`src/rtl/vpa_pkg.sv`:
```
// Package with the shared codes and state encoding of the partition allocator.
`timescale 1ns / 1ps
package vpa_pkg;

  typedef enum logic [1:0] {
    MODE_ALLOC   = 2'd0,
    MODE_RELEASE = 2'd1,
    MODE_INIT    = 2'd2,
    MODE_NONE    = 2'd3
  } mode_e;

  typedef enum logic [1:0] {
    FIT_FIRST = 2'd0,
    FIT_WORST = 2'd1,
    FIT_BEST  = 2'd2,
    FIT_ALT   = 2'd3
  } fit_e;

  typedef enum logic [2:0] {
    STAT_OK          = 3'd0,
    STAT_NOFIT       = 3'd1,
    STAT_NOTFOUND    = 3'd2,
    STAT_ALREADYFREE = 3'd3,
    STAT_FULL        = 3'd4
  } status_e;

  typedef enum logic {
    CFG_FIT_POLICY  = 1'b0,
    CFG_MEMORY_SIZE = 1'b1
  } cfg_idx_e;

  typedef enum logic [3:0] {
    ST_BOOT,
    ST_IDLE,
    ST_SCAN,
    ST_MERGE,
    ST_SHIFT,
    ST_SPLIT_HI,
    ST_SPLIT_LO,
    ST_RESP
  } state_e;

  localparam int          ADDR_BITS      = 16;
  localparam logic [15:0] MEM_SIZE_RESET = 16'd4096;

endpackage

```
`src/rtl/vpa_table_ram.sv`:
```
// Partition table storage: one write port, one registered read port.
`timescale 1ns / 1ps
module vpa_table_ram #(
  parameter int WIDTH = 33,
  parameter int DEPTH = 16,
  parameter int IDX_W = 4
) (
  input  logic             clk_i,
  input  logic             wr_en_i,
  input  logic [IDX_W-1:0] wr_addr_i,
  input  logic [WIDTH-1:0] wr_data_i,
  input  logic [IDX_W-1:0] rd_addr_i,
  output logic [WIDTH-1:0] rd_data_o
);

  logic [WIDTH-1:0] mem [DEPTH];
  logic [WIDTH-1:0] rd_data_q;

  always_ff @(posedge clk_i) begin
    if (wr_en_i) begin
      mem[wr_addr_i] <= wr_data_i;
    end
  end

  always_ff @(posedge clk_i) begin
    rd_data_q <= mem[rd_addr_i];
  end

  assign rd_data_o = rd_data_q;

endmodule

```
`src/rtl/variable_partition_allocator_unit.sv`:
```
// Top level of the variable partition allocator: control sequencer around the table RAM.
// Sequence: allocate scans the n table entries, plus for a split an entry shift and two
//   writes; release scans, then merges and shifts entries down to close the gap;
//   initialize and unused modes go straight to the response.
// Throughput: one item at a time; the single RAM port pair sets the scan/shift pace.
// Reset: asynchronous, active low; the boot state writes entry 0, then items are taken.
`timescale 1ns / 1ps
module variable_partition_allocator_unit #(
  parameter int MAX_PARTS = 16
) (
  input  logic        clk_i,
  input  logic        rst_ni,
  // request channel
  input  logic        in_valid_i,
  output logic        in_ready_o,
  input  logic [1:0]  mode_i,
  input  logic [15:0] request_size_i,
  input  logic [15:0] release_address_i,
  // result channel
  output logic        out_valid_o,
  input  logic        out_ready_i,
  output logic [2:0]  status_o,
  output logic [15:0] block_address_o,
  // configuration writes
  input  logic        cfg_we_i,
  input  logic        cfg_index_i,
  input  logic [15:0] cfg_wdata_i
);

  localparam int AW    = vpa_pkg::ADDR_BITS;
  localparam int IW    = (MAX_PARTS > 2) ? $clog2(MAX_PARTS) : 1;
  localparam int CW    = $clog2(MAX_PARTS + 1);
  localparam int EW    = 2 * AW + 1;
  localparam logic [CW-1:0] CNT_MAX = CW'(MAX_PARTS);
  localparam logic [CW-1:0] ONE     = CW'(1);

  typedef struct packed {
    logic          busy;
    logic [AW-1:0] len;
    logic [AW-1:0] start;
  } entry_t;

  vpa_pkg::state_e state_q, state_d;

  logic [CW-1:0] cnt_q, cnt_d;
  logic [CW-1:0] iss_q, iss_d;
  logic [CW-1:0] chk_q, chk_d;
  logic          chk_vld_q, chk_vld_d;
  logic          found_q, found_d;
  logic [CW-1:0] pick_q, pick_d;
  entry_t        pick_e_q, pick_e_d;
  entry_t        prev_q, prev_d;

  // entry mover: read src, write dst in the following cycle
  logic [CW-1:0] mv_src_q, mv_src_d;
  logic [CW-1:0] mv_last_q, mv_last_d;
  logic          mv_up_q, mv_up_d;
  logic [CW-1:0] mv_r_q, mv_r_d;
  logic          mv_act_q, mv_act_d;
  logic          wv_q, wv_d;
  logic [CW-1:0] wdst_q, wdst_d;

  logic [1:0]    mode_q, mode_d;
  logic [AW-1:0] req_q, req_d;
  logic [AW-1:0] rel_q, rel_d;
  logic [2:0]    res_st_q, res_st_d;
  logic [AW-1:0] res_addr_q, res_addr_d;

  logic          out_valid_q, out_valid_d;
  logic [2:0]    out_st_q, out_st_d;
  logic [15:0]   out_addr_q, out_addr_d;

  logic [1:0]    policy_q;
  logic [15:0]   msize_q;

  // RAM ports
  logic          wr_en;
  logic [CW-1:0] wr_addr;
  entry_t        wr_data;
  logic [CW-1:0] rd_addr;
  logic [EW-1:0] rd_raw;
  entry_t        rd_data;

  assign rd_data = entry_t'(rd_raw);

  vpa_table_ram #(
    .WIDTH (EW),
    .DEPTH (MAX_PARTS),
    .IDX_W (IW)
  ) u_table (
    .clk_i     (clk_i),
    .wr_en_i   (wr_en),
    .wr_addr_i (wr_addr[IW-1:0]),
    .wr_data_i (wr_data),
    .rd_addr_i (rd_addr[IW-1:0]),
    .rd_data_o (rd_raw)
  );

  // configuration registers, writable at any time
  always_ff @(posedge clk_i or negedge rst_ni) begin
    if (!rst_ni) begin
      policy_q <= vpa_pkg::FIT_FIRST;
      msize_q  <= vpa_pkg::MEM_SIZE_RESET;
    end else if (cfg_we_i) begin
      case (cfg_index_i)
        vpa_pkg::CFG_FIT_POLICY:  policy_q <= cfg_wdata_i[1:0];
        vpa_pkg::CFG_MEMORY_SIZE: msize_q  <= cfg_wdata_i;
        default: ;
      endcase
    end
  end

  // scan helpers
  logic          hit;
  logic          better;
  logic          take;
  logic          scan_done;
  logic          found_n;
  logic [CW-1:0] pick_n;
  entry_t        pick_e_n;
  // merge helpers
  logic          nf;
  logic          pf;
  logic [AW-1:0] merged_len;
  logic [CW-1:0] rm_cnt;
  logic [CW-1:0] rm_base;

  always_comb begin
    state_d     = state_q;
    cnt_d       = cnt_q;
    iss_d       = iss_q;
    chk_d       = chk_q;
    chk_vld_d   = 1'b0;
    found_d     = found_q;
    pick_d      = pick_q;
    pick_e_d    = pick_e_q;
    prev_d      = prev_q;
    mv_src_d    = mv_src_q;
    mv_last_d   = mv_last_q;
    mv_up_d     = mv_up_q;
    mv_r_d      = mv_r_q;
    mv_act_d    = mv_act_q;
    wv_d        = 1'b0;
    wdst_d      = wdst_q;
    mode_d      = mode_q;
    req_d       = req_q;
    rel_d       = rel_q;
    res_st_d    = res_st_q;
    res_addr_d  = res_addr_q;
    out_valid_d = out_valid_q;
    out_st_d    = out_st_q;
    out_addr_d  = out_addr_q;
    wr_en       = 1'b0;
    wr_addr     = '0;
    wr_data     = '0;
    rd_addr     = iss_q;
    in_ready_o  = 1'b0;

    // compare the entry coming back from the RAM
    if (mode_q == vpa_pkg::MODE_ALLOC) begin
      hit = chk_vld_q && !rd_data.busy && (rd_data.len >= req_q) && (req_q != '0);
    end else begin
      hit = chk_vld_q && (rd_data.start == rel_q);
    end
    case (policy_q)
      vpa_pkg::FIT_FIRST: better = 1'b0;
      vpa_pkg::FIT_WORST: better = rd_data.len > pick_e_q.len;
      default:            better = rd_data.len < pick_e_q.len;
    endcase
    take      = hit && (!found_q || better);
    found_n   = found_q || take;
    pick_n    = take ? chk_q : pick_q;
    pick_e_n  = take ? rd_data : pick_e_q;
    scan_done = chk_vld_q && ((hit && (policy_q == vpa_pkg::FIT_FIRST ||
                                       mode_q != vpa_pkg::MODE_ALLOC)) ||
                              (chk_q == cnt_q - ONE));

    // release merge: rd_data holds entry k+1 in ST_MERGE
    nf         = ((pick_q + ONE) < cnt_q) && !rd_data.busy;
    pf         = (pick_q != '0) && !prev_q.busy;
    merged_len = pick_e_q.len + (nf ? rd_data.len : '0);
    rm_cnt     = CW'(nf) + CW'(pf);
    rm_base    = pf ? pick_q : pick_q + ONE;

    // drain the result register
    if (out_valid_q && out_ready_i) begin
      out_valid_d = 1'b0;
    end

    // pending move write
    if (wv_q) begin
      wr_en   = 1'b1;
      wr_addr = wdst_q;
      wr_data = rd_data;
    end

    case (state_q)
      vpa_pkg::ST_BOOT: begin
        wr_en   = 1'b1;
        wr_addr = '0;
        wr_data = '{busy: 1'b0, len: AW'(msize_q), start: '0};
        cnt_d   = ONE;
        state_d = vpa_pkg::ST_IDLE;
      end

      vpa_pkg::ST_IDLE: begin
        in_ready_o = 1'b1;
        if (in_valid_i) begin
          mode_d     = mode_i;
          req_d      = AW'(request_size_i);
          rel_d      = AW'(release_address_i);
          res_st_d   = vpa_pkg::STAT_OK;
          res_addr_d = '0;
          iss_d      = '0;
          found_d    = 1'b0;
          case (mode_i)
            vpa_pkg::MODE_ALLOC, vpa_pkg::MODE_RELEASE: state_d = vpa_pkg::ST_SCAN;
            vpa_pkg::MODE_INIT: begin
              wr_en   = 1'b1;
              wr_addr = '0;
              wr_data = '{busy: 1'b0, len: AW'(msize_q), start: '0};
              cnt_d   = ONE;
              state_d = vpa_pkg::ST_RESP;
            end
            default: state_d = vpa_pkg::ST_RESP;
          endcase
        end
      end

      vpa_pkg::ST_SCAN: begin
        // issue the next read while checking the previous one
        if (iss_q < cnt_q) begin
          iss_d     = iss_q + ONE;
          chk_d     = iss_q;
          chk_vld_d = 1'b1;
        end
        if (take) begin
          found_d  = 1'b1;
          pick_d   = chk_q;
          pick_e_d = rd_data;
        end
        if (chk_vld_q && !scan_done) begin
          prev_d = rd_data;
        end
        if (scan_done) begin
          chk_vld_d = 1'b0;
          if (mode_q == vpa_pkg::MODE_ALLOC) begin
            if (!found_n) begin
              res_st_d = vpa_pkg::STAT_NOFIT;
              state_d  = vpa_pkg::ST_RESP;
            end else if (pick_e_n.len == req_q) begin
              // exact fit: mark busy in place
              wr_en      = 1'b1;
              wr_addr    = pick_n;
              wr_data    = '{busy: 1'b1, len: pick_e_n.len, start: pick_e_n.start};
              res_addr_d = pick_e_n.start;
              state_d    = vpa_pkg::ST_RESP;
            end else if (cnt_q >= CNT_MAX) begin
              res_st_d = vpa_pkg::STAT_FULL;
              state_d  = vpa_pkg::ST_RESP;
            end else if ((pick_n + ONE) < cnt_q) begin
              // open a slot after the pick: move entries up, top first
              mv_src_d  = cnt_q - ONE;
              mv_last_d = pick_n + ONE;
              mv_up_d   = 1'b1;
              mv_act_d  = 1'b1;
              state_d   = vpa_pkg::ST_SHIFT;
            end else begin
              state_d = vpa_pkg::ST_SPLIT_HI;
            end
          end else begin
            if (!hit) begin
              res_st_d = vpa_pkg::STAT_NOTFOUND;
              state_d  = vpa_pkg::ST_RESP;
            end else if (!rd_data.busy) begin
              res_st_d = vpa_pkg::STAT_ALREADYFREE;
              state_d  = vpa_pkg::ST_RESP;
            end else begin
              rd_addr = chk_q + ONE;
              state_d = vpa_pkg::ST_MERGE;
            end
          end
        end
      end

      vpa_pkg::ST_MERGE: begin
        wr_en = 1'b1;
        if (pf) begin
          wr_addr = pick_q - ONE;
          wr_data = '{busy: 1'b0, len: prev_q.len + merged_len, start: prev_q.start};
        end else begin
          wr_addr = pick_q;
          wr_data = '{busy: 1'b0, len: merged_len, start: pick_e_q.start};
        end
        cnt_d = cnt_q - rm_cnt;
        if ((rm_cnt != '0) && ((rm_base + rm_cnt) < cnt_q)) begin
          // close the gap: move entries down, bottom first
          mv_src_d  = rm_base + rm_cnt;
          mv_last_d = cnt_q - ONE;
          mv_up_d   = 1'b0;
          mv_r_d    = rm_cnt;
          mv_act_d  = 1'b1;
          state_d   = vpa_pkg::ST_SHIFT;
        end else begin
          state_d = vpa_pkg::ST_RESP;
        end
      end

      vpa_pkg::ST_SHIFT: begin
        if (mv_act_q) begin
          rd_addr = mv_src_q;
          wv_d    = 1'b1;
          wdst_d  = mv_up_q ? mv_src_q + ONE : mv_src_q - mv_r_q;
          if (mv_src_q == mv_last_q) begin
            mv_act_d = 1'b0;
          end else begin
            mv_src_d = mv_up_q ? mv_src_q - ONE : mv_src_q + ONE;
          end
        end else if (wv_q) begin
          state_d = mv_up_q ? vpa_pkg::ST_SPLIT_HI : vpa_pkg::ST_RESP;
        end
      end

      vpa_pkg::ST_SPLIT_HI: begin
        // free remainder right after the block
        wr_en   = 1'b1;
        wr_addr = pick_q + ONE;
        wr_data = '{busy: 1'b0, len: pick_e_q.len - req_q, start: pick_e_q.start + req_q};
        cnt_d   = cnt_q + ONE;
        state_d = vpa_pkg::ST_SPLIT_LO;
      end

      vpa_pkg::ST_SPLIT_LO: begin
        wr_en      = 1'b1;
        wr_addr    = pick_q;
        wr_data    = '{busy: 1'b1, len: req_q, start: pick_e_q.start};
        res_addr_d = pick_e_q.start;
        state_d    = vpa_pkg::ST_RESP;
      end

      vpa_pkg::ST_RESP: begin
        // hold until the result register is free
        if (!out_valid_q) begin
          out_valid_d = 1'b1;
          out_st_d    = res_st_q;
          out_addr_d  = 16'(res_addr_q);
          state_d     = vpa_pkg::ST_IDLE;
        end
      end

      default: state_d = vpa_pkg::ST_IDLE;
    endcase
  end

  always_ff @(posedge clk_i or negedge rst_ni) begin
    if (!rst_ni) begin
      state_q     <= vpa_pkg::ST_BOOT;
      cnt_q       <= ONE;
      iss_q       <= '0;
      chk_vld_q   <= 1'b0;
      found_q     <= 1'b0;
      mv_act_q    <= 1'b0;
      wv_q        <= 1'b0;
      out_valid_q <= 1'b0;
    end else begin
      state_q     <= state_d;
      cnt_q       <= cnt_d;
      iss_q       <= iss_d;
      chk_vld_q   <= chk_vld_d;
      found_q     <= found_d;
      mv_act_q    <= mv_act_d;
      wv_q        <= wv_d;
      out_valid_q <= out_valid_d;
    end
  end

  always_ff @(posedge clk_i) begin
    chk_q      <= chk_d;
    pick_q     <= pick_d;
    pick_e_q   <= pick_e_d;
    prev_q     <= prev_d;
    mv_src_q   <= mv_src_d;
    mv_last_q  <= mv_last_d;
    mv_up_q    <= mv_up_d;
    mv_r_q     <= mv_r_d;
    wdst_q     <= wdst_d;
    mode_q     <= mode_d;
    req_q      <= req_d;
    rel_q      <= rel_d;
    res_st_q   <= res_st_d;
    res_addr_q <= res_addr_d;
    out_st_q   <= out_st_d;
    out_addr_q <= out_addr_d;
  end

  assign out_valid_o     = out_valid_q;
  assign status_o        = out_st_q;
  assign block_address_o = out_addr_q;

`ifndef SYNTH
  a_cnt_range: assert property (@(posedge clk_i) disable iff (!rst_ni)
    (cnt_q != '0) && (cnt_q <= CNT_MAX))
    else $error("partition count out of range");

  a_accept_leaves_idle: assert property (@(posedge clk_i) disable iff (!rst_ni)
    (in_valid_i && in_ready_o) |=> (state_q != vpa_pkg::ST_IDLE))
    else $error("accepted item did not start work");

  a_scan_no_write: assert property (@(posedge clk_i) disable iff (!rst_ni)
    (state_q == vpa_pkg::ST_SCAN && !scan_done) |-> !wr_en)
    else $error("table written during scan");

  a_out_drain: assert property (@(posedge clk_i) disable iff (!rst_ni)
    (out_valid_o && out_ready_i) |=> !out_valid_o)
    else $error("result register reloaded while full");
`endif

endmodule

```
`config.mk`:
```
export PLATFORM = sky130hd
export DESIGN_NAME = variable_partition_allocator_unit
export DESIGN_NICKNAME = d
export VERILOG_FILES = /design/src/rtl/vpa_pkg.sv /design/src/rtl/vpa_table_ram.sv /design/src/rtl/variable_partition_allocator_unit.sv
export SDC_FILE = /design/constraint.sdc
export NUM_CORES = 1
export LEC_CHECK = 0
export BUFFER_PORTS_ARGS = -buffer_cell sky130_fd_sc_hd__buf_4
export CAP_MARGIN = 20
export CORE_AREA = 2 2 261 263
export DETAILED_ROUTE_END_ITERATION = 12
export DIE_AREA = 0 0 263 265
export PLACE_DENSITY = 0.71
export SYNTH_ARGS = -nofsm -noshare
export SYNTH_HDL_FRONTEND = slang
export SYNTH_SLANG_ARGS = --single-unit
```
`constraint.sdc`:
```
create_clock -name clk_i -period 14 [get_ports clk_i]
set_input_delay 1.4 -clock clk_i [delete_from_list [all_inputs] [get_ports clk_i]]
set_output_delay 1.4 -clock clk_i [all_outputs]
set_load 0.02 [all_outputs]
```
[After elaboration in Yosys (flattened, before gate mapping)]
Memory sizes are Yosys's and may differ from the RTL's. A register that Yosys moved wholly into a read port is not among the register bits.
Index checks and enable logic that the tools add are counted.
Operators by class
  magnitude comparators: 8
  muxes and demuxes: 121
  eq/ne operators: 34
  reduce and logical (&&, ||, !) cells: 52
  $add $sub $neg: 17
  bitwise gates (word level): 2
Operators with widths (count)
  $mux W33: 7
  $pmux W33 S6: 1
  $mux W5: 23
  $mux W16: 6
  $mux W4: 20
  $mux W32: 2
  $add A16 B16 Y16: 3
  $pmux W16 S3: 1
  $mux W3: 11
  $eq A16 B16 Y1: 2
  $mux W1: 32
  $ne A2 B2 Y1 const B: 16
  $pmux W4 S7: 1
  $add A5 B1 Y5 const B: 5
  $pmux W4 S6: 1
  $lt A5 B5 Y1: 4
  $pmux W5 S2: 2
  $pmux W5 S4: 1
  $eq A4 B3 Y1 const B: 4
  $ge A16 B16 Y1: 1
  $gt A16 B16 Y1: 1
  $lt A16 B16 Y1: 1
  $reduce_and A2 Y1: 8
  $reduce_and A8 Y1: 2
  39 further kinds: 79
Word-level totals
  memory bits (writable): 528
  bits in registers: 201
  output and inout port bits: 21
  word-level logic and storage cells: 264
  memories kept: 1
  bits of input ports: 56
Memories
  u_table.mem: depth 16, bits a word 33, rd ports 1, clocked after memory_dff 1, wr ports 1, RTL line vpa_table_ram.sv:16  | logic [WIDTH-1:0] mem [DEPTH];

[Longest topological paths before layout]
Gate-level depths: netlist of the first run.
  word-level depth: 16
  gate-level depth with buffers: 29
  mapped depth without buffers: 28

[Modules after synthesis]
A second synthesis of the first run with hierarchy kept.
Second synthesis, totals
  cells, all modules: 2480
  area total of the unflattened synthesis: 35896.9 um^2
By module, submodules not included
  vpa_table_ram: times used 1, sequential area each 16515.8 um^2, cells an instance 864, area an instance 20631.0 um^2
  variable_partition_allocator_unit: times used 1, sequential area each 5828.1 um^2, cells an instance 1616, area an instance 15265.9 um^2

[Worst setup path before layout of the first run]
Ideal clock, no wire load.
  path type: register to register
  from: register pick_e_q[29] (netlist name)
  to: memory u_table.mem[11][0], enable pin
  stages on the path, launching flop included: 16
  path slack: 6.945 ns
  path buffers: 2
  clock period less this slack: 7.055 ns
  required time: 13.494 ns
  setup time: 0.506 ns
  data arrival time: 6.549 ns
  cell sequence: edfxtp_1 inv_1 ha_1 nand4_1 nor4_1 o21ai_1 a31oi_1 and3b_1 buf_4 nor2_4 mux2_4 a2111oi_4 buf_6 a211oi_1 a311o_1 nor4_1
RTL lines
  start, declared: RTL line variable_partition_allocator_unit.sv:51  | entry_t pick_e_q, pick_e_d;
  start signal, assigned: RTL line variable_partition_allocator_unit.sv:380  | pick_e_q <= pick_e_d;
  end, declared: RTL line vpa_table_ram.sv:16

[Worst setup path in the final report of the first run]
  from: register pick_q[0]
  to: memory u_table.mem[5][31], data pin
On the way
  longest elaborated chain between the ends: 8
  elaborated cells between the ends (all ways): 10
  those cells by class: add/sub (3); order compare (1); mux (3); reduce/logical (3)
RTL lines
  start, declared: RTL line variable_partition_allocator_unit.sv:50  | logic [CW-1:0] pick_q, pick_d;
  start signal, assigned: RTL line variable_partition_allocator_unit.sv:379  | pick_q <= pick_d;
  $add A5 B1 Y5
  $lt A5 B5 Y1: RTL line variable_partition_allocator_unit.sv:179  | nf = ((pick_q + ONE) < cnt_q) && !rd_data.busy;
  $logic_and A1 B1 Y1: RTL line variable_partition_allocator_unit.sv:179
  $mux W16: RTL line variable_partition_allocator_unit.sv:181  | merged_len = pick_e_q.len + (nf ? rd_data.len : '0);
  $add A16 B16 Y16: RTL line variable_partition_allocator_unit.sv:181
  $add A16 B16 Y16: RTL line variable_partition_allocator_unit.sv:290  | wr_data = '{busy: 1'b0, len: prev_q.len + merged_len, start: prev_q.start};
  $mux W32 (*): RTL line variable_partition_allocator_unit.sv:288  | if (pf) begin
  $pmux W33 S6 (*): RTL line variable_partition_allocator_unit.sv:197  | case (state_q)
  via u_table.wr_data_i[31]: RTL line vpa_table_ram.sv:11  | input logic [WIDTH-1:0] wr_data_i,
The timed path passes the listed nets; every way through them passes the cells marked *.

==> metrics, run 1 <==
hold_buf cts=0; Synthesized Nets=3262; Cells after Synth=3072; cell area after synthesis=0.0366 mm²; worst-skew pair later-pin latency=0.65 ns; Simple-Gate Fraction of Synth Area=0.112; final setup fails=0; largest net degree at the start of global routing=205; clk sinks=761; Storage cell area=0.0223 mm²; PD cells=113 mW/mm²; Top FF cell, synth=edfxtp_1; adder-cell share of the synthesized area=0.0473; Hold Path Class=reg2reg; Compound-Gate Fraction of Synth Area=0.154; share of the synthesized area in the top cell type=0.568; post-CTS resize count=0; Peak Freq=132 MHz; vias per cell=6.49; status=finished, final reports clean; IO Pins=77; Final GP Congestion=1.05; total power=4.62 mW; Vias=26400; PortBufs=76; CP endpoint=u_table.mem[5][31]; Area contributors post-synth=edfxtp_1 (57%), nand2_1 (4.7%), ha_1 (4.3%); kind of critical path=reg2reg; Yosys top cell by area=edfxtp_1; RR Startpoint=pick_q[0]; post-synthesis mux area share=0.0146; Final Hold Fails=0; max_slew headroom=0.141; distinct cell type count after synthesis=83; gr usage total=0.311; Commonest cells post-synth=edfxtp_1 (692), nand2_1 (455), clkbuf_1 (159), a211oi_1 (153), a31oi_1 (150); Max IR drop VDD=89.2 µV; r2r setup slk=6.44 ns; die width=263 µm; CTS tree=built; metal3 WL=11.2 mm; Remaining Overflow, GRT=0; drt total wl=110 mm; Final min period=7.56 ns; top sig layer=met4; Clock Pin Slew Worst Setup and Hold Paths=0.06 ns; Synth Register Bits=761; critical path arrival=7.80 ns; top-count cell post-synth=edfxtp_1; xor and xnor fraction of the mapped netlist area=0.0328; crit-path most repeated cell=ha_1; Post-synth EDFFs=692; Met1 Routed Length=44.7 mm; CTS Buf Count=81; drt wl/cell=27.1 µm; vias in the first global route=25300; share of cells above drive strength 1=0.114; CP max FO=16; row count=95; core area=0.0668 mm²; antenna violations before repair=2; Critical Path Start=pick_q[0]; Multi-input gate area=0.0134 mm²; slew of the pin with the lowest slew margin=1.29 ns; initial core utilization=0.548; Seq/Total Area, Yosys=0.611; final antenna-violating net count=0; Final nets=3320; number of diodes=0; Syn Area/Cell=11.9 µm²; DRT iter0 DRCs=3432; largest family of logic cells by synthesized area=compound AO/OA/AOI/OAI gates; Setup TNS=0 ns; Root Buffer=clkbuf_16; first-pass GRT wire length=162 mm; post-CTS setup buffer count=0; 1st-pass router iterations=8; dpl hpwl=67.2 mm; Post-synth ARST share=0.0473; YS warnings=0; total die area=0.0697 mm²; Remaining DRCs=0; area grow syn2layout=12.2%; unrepaired setup endpoints after global routing=no; Final period util=0.540; Worst EP required=14.24 ns; worst reg2reg path endpoint=u_table.mem[5][31]; LEAKAGE=13.7 nW; Met2 Routed Length=49.0 mm; MaxCap Viol Count=0; Clock Skew=0.0345 ns; kind of end point of the critical path=register; H-tree depth=3; Max Buffers Root-to-Sink=3; Fill cells=5234; CP peak stage delay=0.99 ns; reg2reg path depth=28; slowest CP cell=a32oi_1; count of pins over their slew limit=0; Die Y=265 µm; CP Launch Type=register
per-stage QoR:
step	setup slack, ns	util	area, µm²	hold slack (ns)	cells
global placement	6.69	0.573	38300	0.401	3909
finish	6.44	0.615	41100	0.419	4070
detailed placement	6.51	0.574	38300	0.405	3911
floorplan	6.95	-	36600	0.400	3072
CTS	6.51	0.614	41000	0.419	4061
global route	5.87	0.615	41100	0.427	4070
cell usage in the layout, fill, tap and decap left out, types with 25 or more instances in the layout:
master	instances
a211oi_1	152
a21o_1	32
a21oi_1	129
a22oi_1	75
a31oi_1	150
and2_1	143
buf_4	154
clkbuf_16	81
dfrtp_1	33
dfxtp_1	33
edfxtp_1	692
ha_1	127
inv_1	87
mux2i_1	25
nand2_1	455
nor2_1	127
o21ai_0	112
o221ai_1	27
xnor2_1	83
xor2_1	54
power breakdown:
group | switching (mW) | total [mW] | internal, mW
Combinational | 0.0147 | 0.0331 | 0.0184
Sequential | 0.0107 | 2.46 | 2.45
Clock | 0.919 | 2.13 | 1.21
critical path, delay by kind of cell, from the launching register on:
family	cells	cell delay, ns
AOI/OAI and AO/OA	12	3.47
adders and majority gates	5	1.61
DFF	1	0.56
xor gates and xnor gates	3	0.54
buffers and inverters	3	0.49
and+or+nand+nor	5	0.49
routing by layer:
layer  global-route usage  vias to the layer above
met5                    0                        -
met4                0.147                        0
met3               0.0512                      301
met2                0.473                     1497
met1                0.441                    12900
li1                     -                    11700
worst min path at each step:
stage | from | end | cells after the start
2_1_floorplan | res_addr_q[0] | block_address_o[0] | 0
3_3_place_gp | res_addr_q[13] | block_address_o[13] | 0
3_5_place_dp | res_addr_q[1] | block_address_o[1] | 0
4_1_cts | res_addr_q[1] | block_address_o[1] | 0
5_1_grt | res_addr_q[4] | block_address_o[4] | 0
6_report | res_addr_q[1] | block_address_o[1] | 0
cell type report:
type,count,share of cell area
Clock buffer,107,0.0532
Clock inverter,43,0.0116
Inverter,90,0.00823
Multi-Input combinational cell,2037,0.326
Sequential cell,761,0.544
Tap cell,873,0.0266
Timing Repair Buffer,159,0.0298
logic make-up (layout without fill, tap and decap cells):
logic type	count (synthesis)	after routing
fa+ha+maj	134	134
simple gates	892	892
mux	50	50
compound gates	824	824
xor+xnor	137	137
flops	761	761
buf+inv	274	399
flip-flops by register name, summed over array words and instances, names as in the netlist, 3 cells and up:
name and cells:
block_address_o 16, chk_q 5, cnt_q 5, iss_q 5
msize_q 16, mv_last_q 5, mv_src_q 5, pick_e_q 32
pick_q 5, prev_q 33, rel_q 16, req_q 16
res_addr_q 16, res_st_q 3, state_q 3, status_o 3
u_table.mem 528, u_table.rd_data_o 33, wdst_q 4
(Power assumes the default switching activity.)
==> run 2: changes to the inputs <==
clock period = 7.4 ns   (was 14 ns; I/O delays follow)
==> metrics, run 2 (synthesized netlist as in run 1, its figures left out) <==
area grow syn2layout=13.9%; Die Y=265 µm; Combinational Power Share=0.007; Final period util=0.923; CP max FO=16; critical path arrival=7.32 ns; P_sw=1.83 mW; Non-Filler Instances=4106; final core occ=0.624; Hold Path Class=in2async; Seq pwr share=0.524; clk sinks=761; kind of critical path=reg2reg; CP peak stage delay=0.58 ns; max_slew headroom=0.195; total die area=0.0697 mm²; largest reg by FF count=u_table.mem; Final min period=6.83 ns; share of cells above drive strength 1=0.125; final antenna-violating net count=0; die width=263 µm; r2r setup slk=0.57 ns; final setup fails=0; antenna violations before repair=4; max reg flops=528; Max Buffers Root-to-Sink=3; DRT iter0 DRCs=3187; PD cells=213 mW/mm²; vias in the first global route=25400; IO Pins=77; Max IR drop VDD=199 µV; Final nets=3354; row count=95; H-tree depth=3; initial core utilization=0.548; Fill cells=5142; Root Buffer=clkbuf_16; slew of the pin with the lowest slew margin=1.21 ns; LEAKAGE=14.0 nW; total power=8.88 mW; Clock Pin Slew Worst Setup and Hold Paths=0.06 ns; largest net degree at the start of global routing=103; number of diodes=0; Pint=7.05 mW; Worst EP required=7.89 ns; Setup TNS=0 ns; kind of end point of the critical path=register; Vias=26700; sw frac=0.206; Final Hold Fails=0; Remaining DRCs=0; vias per cell=6.50; status=finished, final reports clean; Critical Path Start=pick_q[0]; CTS tree=built; MaxCap Viol Count=0; drt total wl=111 mm; CP Launch Type=register; worst-skew pair later-pin latency=0.66 ns; RR Startpoint=pick_q[0]; 1st-pass router iterations=8; Remaining Overflow, GRT=0; unrepaired setup endpoints after global routing=no; Clock Skew=0.0426 ns; dpl hpwl=69.3 mm; crit-path most repeated cell=ha_1; count of pins over their slew limit=0; drt wl/cell=27.0 µm; PortBufs=76; CTS Buf Count=81; post-CTS setup buffer count=0; Final GP Congestion=1.02; commonest non-fill, non-tap cells in the layout=edfxtp_1 (692), nand2_1 (455), buf_4 (171), a211oi_1 (152), a31oi_1 (150); first-pass GRT wire length=162 mm; gr usage total=0.313; core area=0.0668 mm²; slowest CP cell=o311ai_0; Peak Freq=146 MHz; commonest non-fill, non-tap cell in the layout=edfxtp_1; clock share of power=0.469; placed insts=3952
-- run 2: routing by layer --
metal | vias up | track usage | part of all wire | wire length [µm]
met5 | - | 0 | 0.000090 | 10
met4 | 2 | 0.128 | 0.041 | 4580
met3 | 267 | 0.0549 | 0.095 | 10500
met2 | 1479 | 0.498 | 0.46 | 51100
met1 | 13200 | 0.429 | 0.40 | 44600
li1 | 11800 | - | - | -
-- run 2: what timing repair did --
| item | in CTS | in global routing |
|---|---|---|
| resized for setup | 0 | 1 |
| hold buffers | 0 | 0 |
| endpoints found under the setup margin | 0 | 16 |
-- run 2: power by group through the flow --
stage | Combinational (mW) | Sequential [mW] | Clock, mW
finish | 0.0629 | 4.66 | 4.16
global route | 0.0683 | 4.66 | 4.38
floorplan | 0.0263 | 4.74 | 0
global placement | 0.0603 | 4.75 | 0
detailed placement | 0.0624 | 4.75 | 0
CTS | 0.0628 | 4.66 | 4.22
-- run 2: worst max-delay path, delay by kind of cell (launching register included) --
family | cells | cell delay (ns)
flip-flops | 1 | 0.55
buffers and inverters | 2 | 0.40
AO/OA/AOI/OAI | 12 | 3.29
adder cells (fa/ha/maj) | 4 | 1.23
XOR/XNOR | 3 | 0.52
AND/OR/NAND/NOR | 5 | 0.70
-- run 2: area by class of cell --
| type | instances | area (µm²) | share of cell area |
|---|---|---|---|
| Clock inverter | 58 | 677 | 0.0162 |
| Clock buffer | 94 | 2110 | 0.0506 |
| Tap cell | 873 | 1090 | 0.0262 |
| Timing Repair Buffer | 193 | 1720 | 0.0414 |
| Multi-Input combinational cell | 2037 | 13400 | 0.321 |
| Sequential cell | 761 | 22300 | 0.536 |
| Inverter | 90 | 338 | 0.00811 |
-- run 2: stage by stage --
| stage | hold slack [ns] | setup WS [ns] | area (µm²) |
|---|---|---|---|
| after floorplan | 0.400 | 0.345 | 36600 |
| after detailed placement | 0.405 | 0.245 | 38900 |
| after CTS | 0.0530 | 0.0997 | 41600 |
| after global placement | 0.401 | 0.402 | 38900 |
| after global routing | 0.0873 | 0.0971 | 41700 |
| final | 0.0601 | 0.566 | 41700 |
-- run 2: path summary, 6_finish.rpt --
check	depth (start not counted)	end
min in group clk_i	2	out_valid_o
max reg2reg	26	u_table.mem[15][31]
max	26	u_table.mem[15][31]
max in group asynchronous	1	msize_q[12]
min	1	mv_act_q
min reg2reg	0	block_address_o[9]
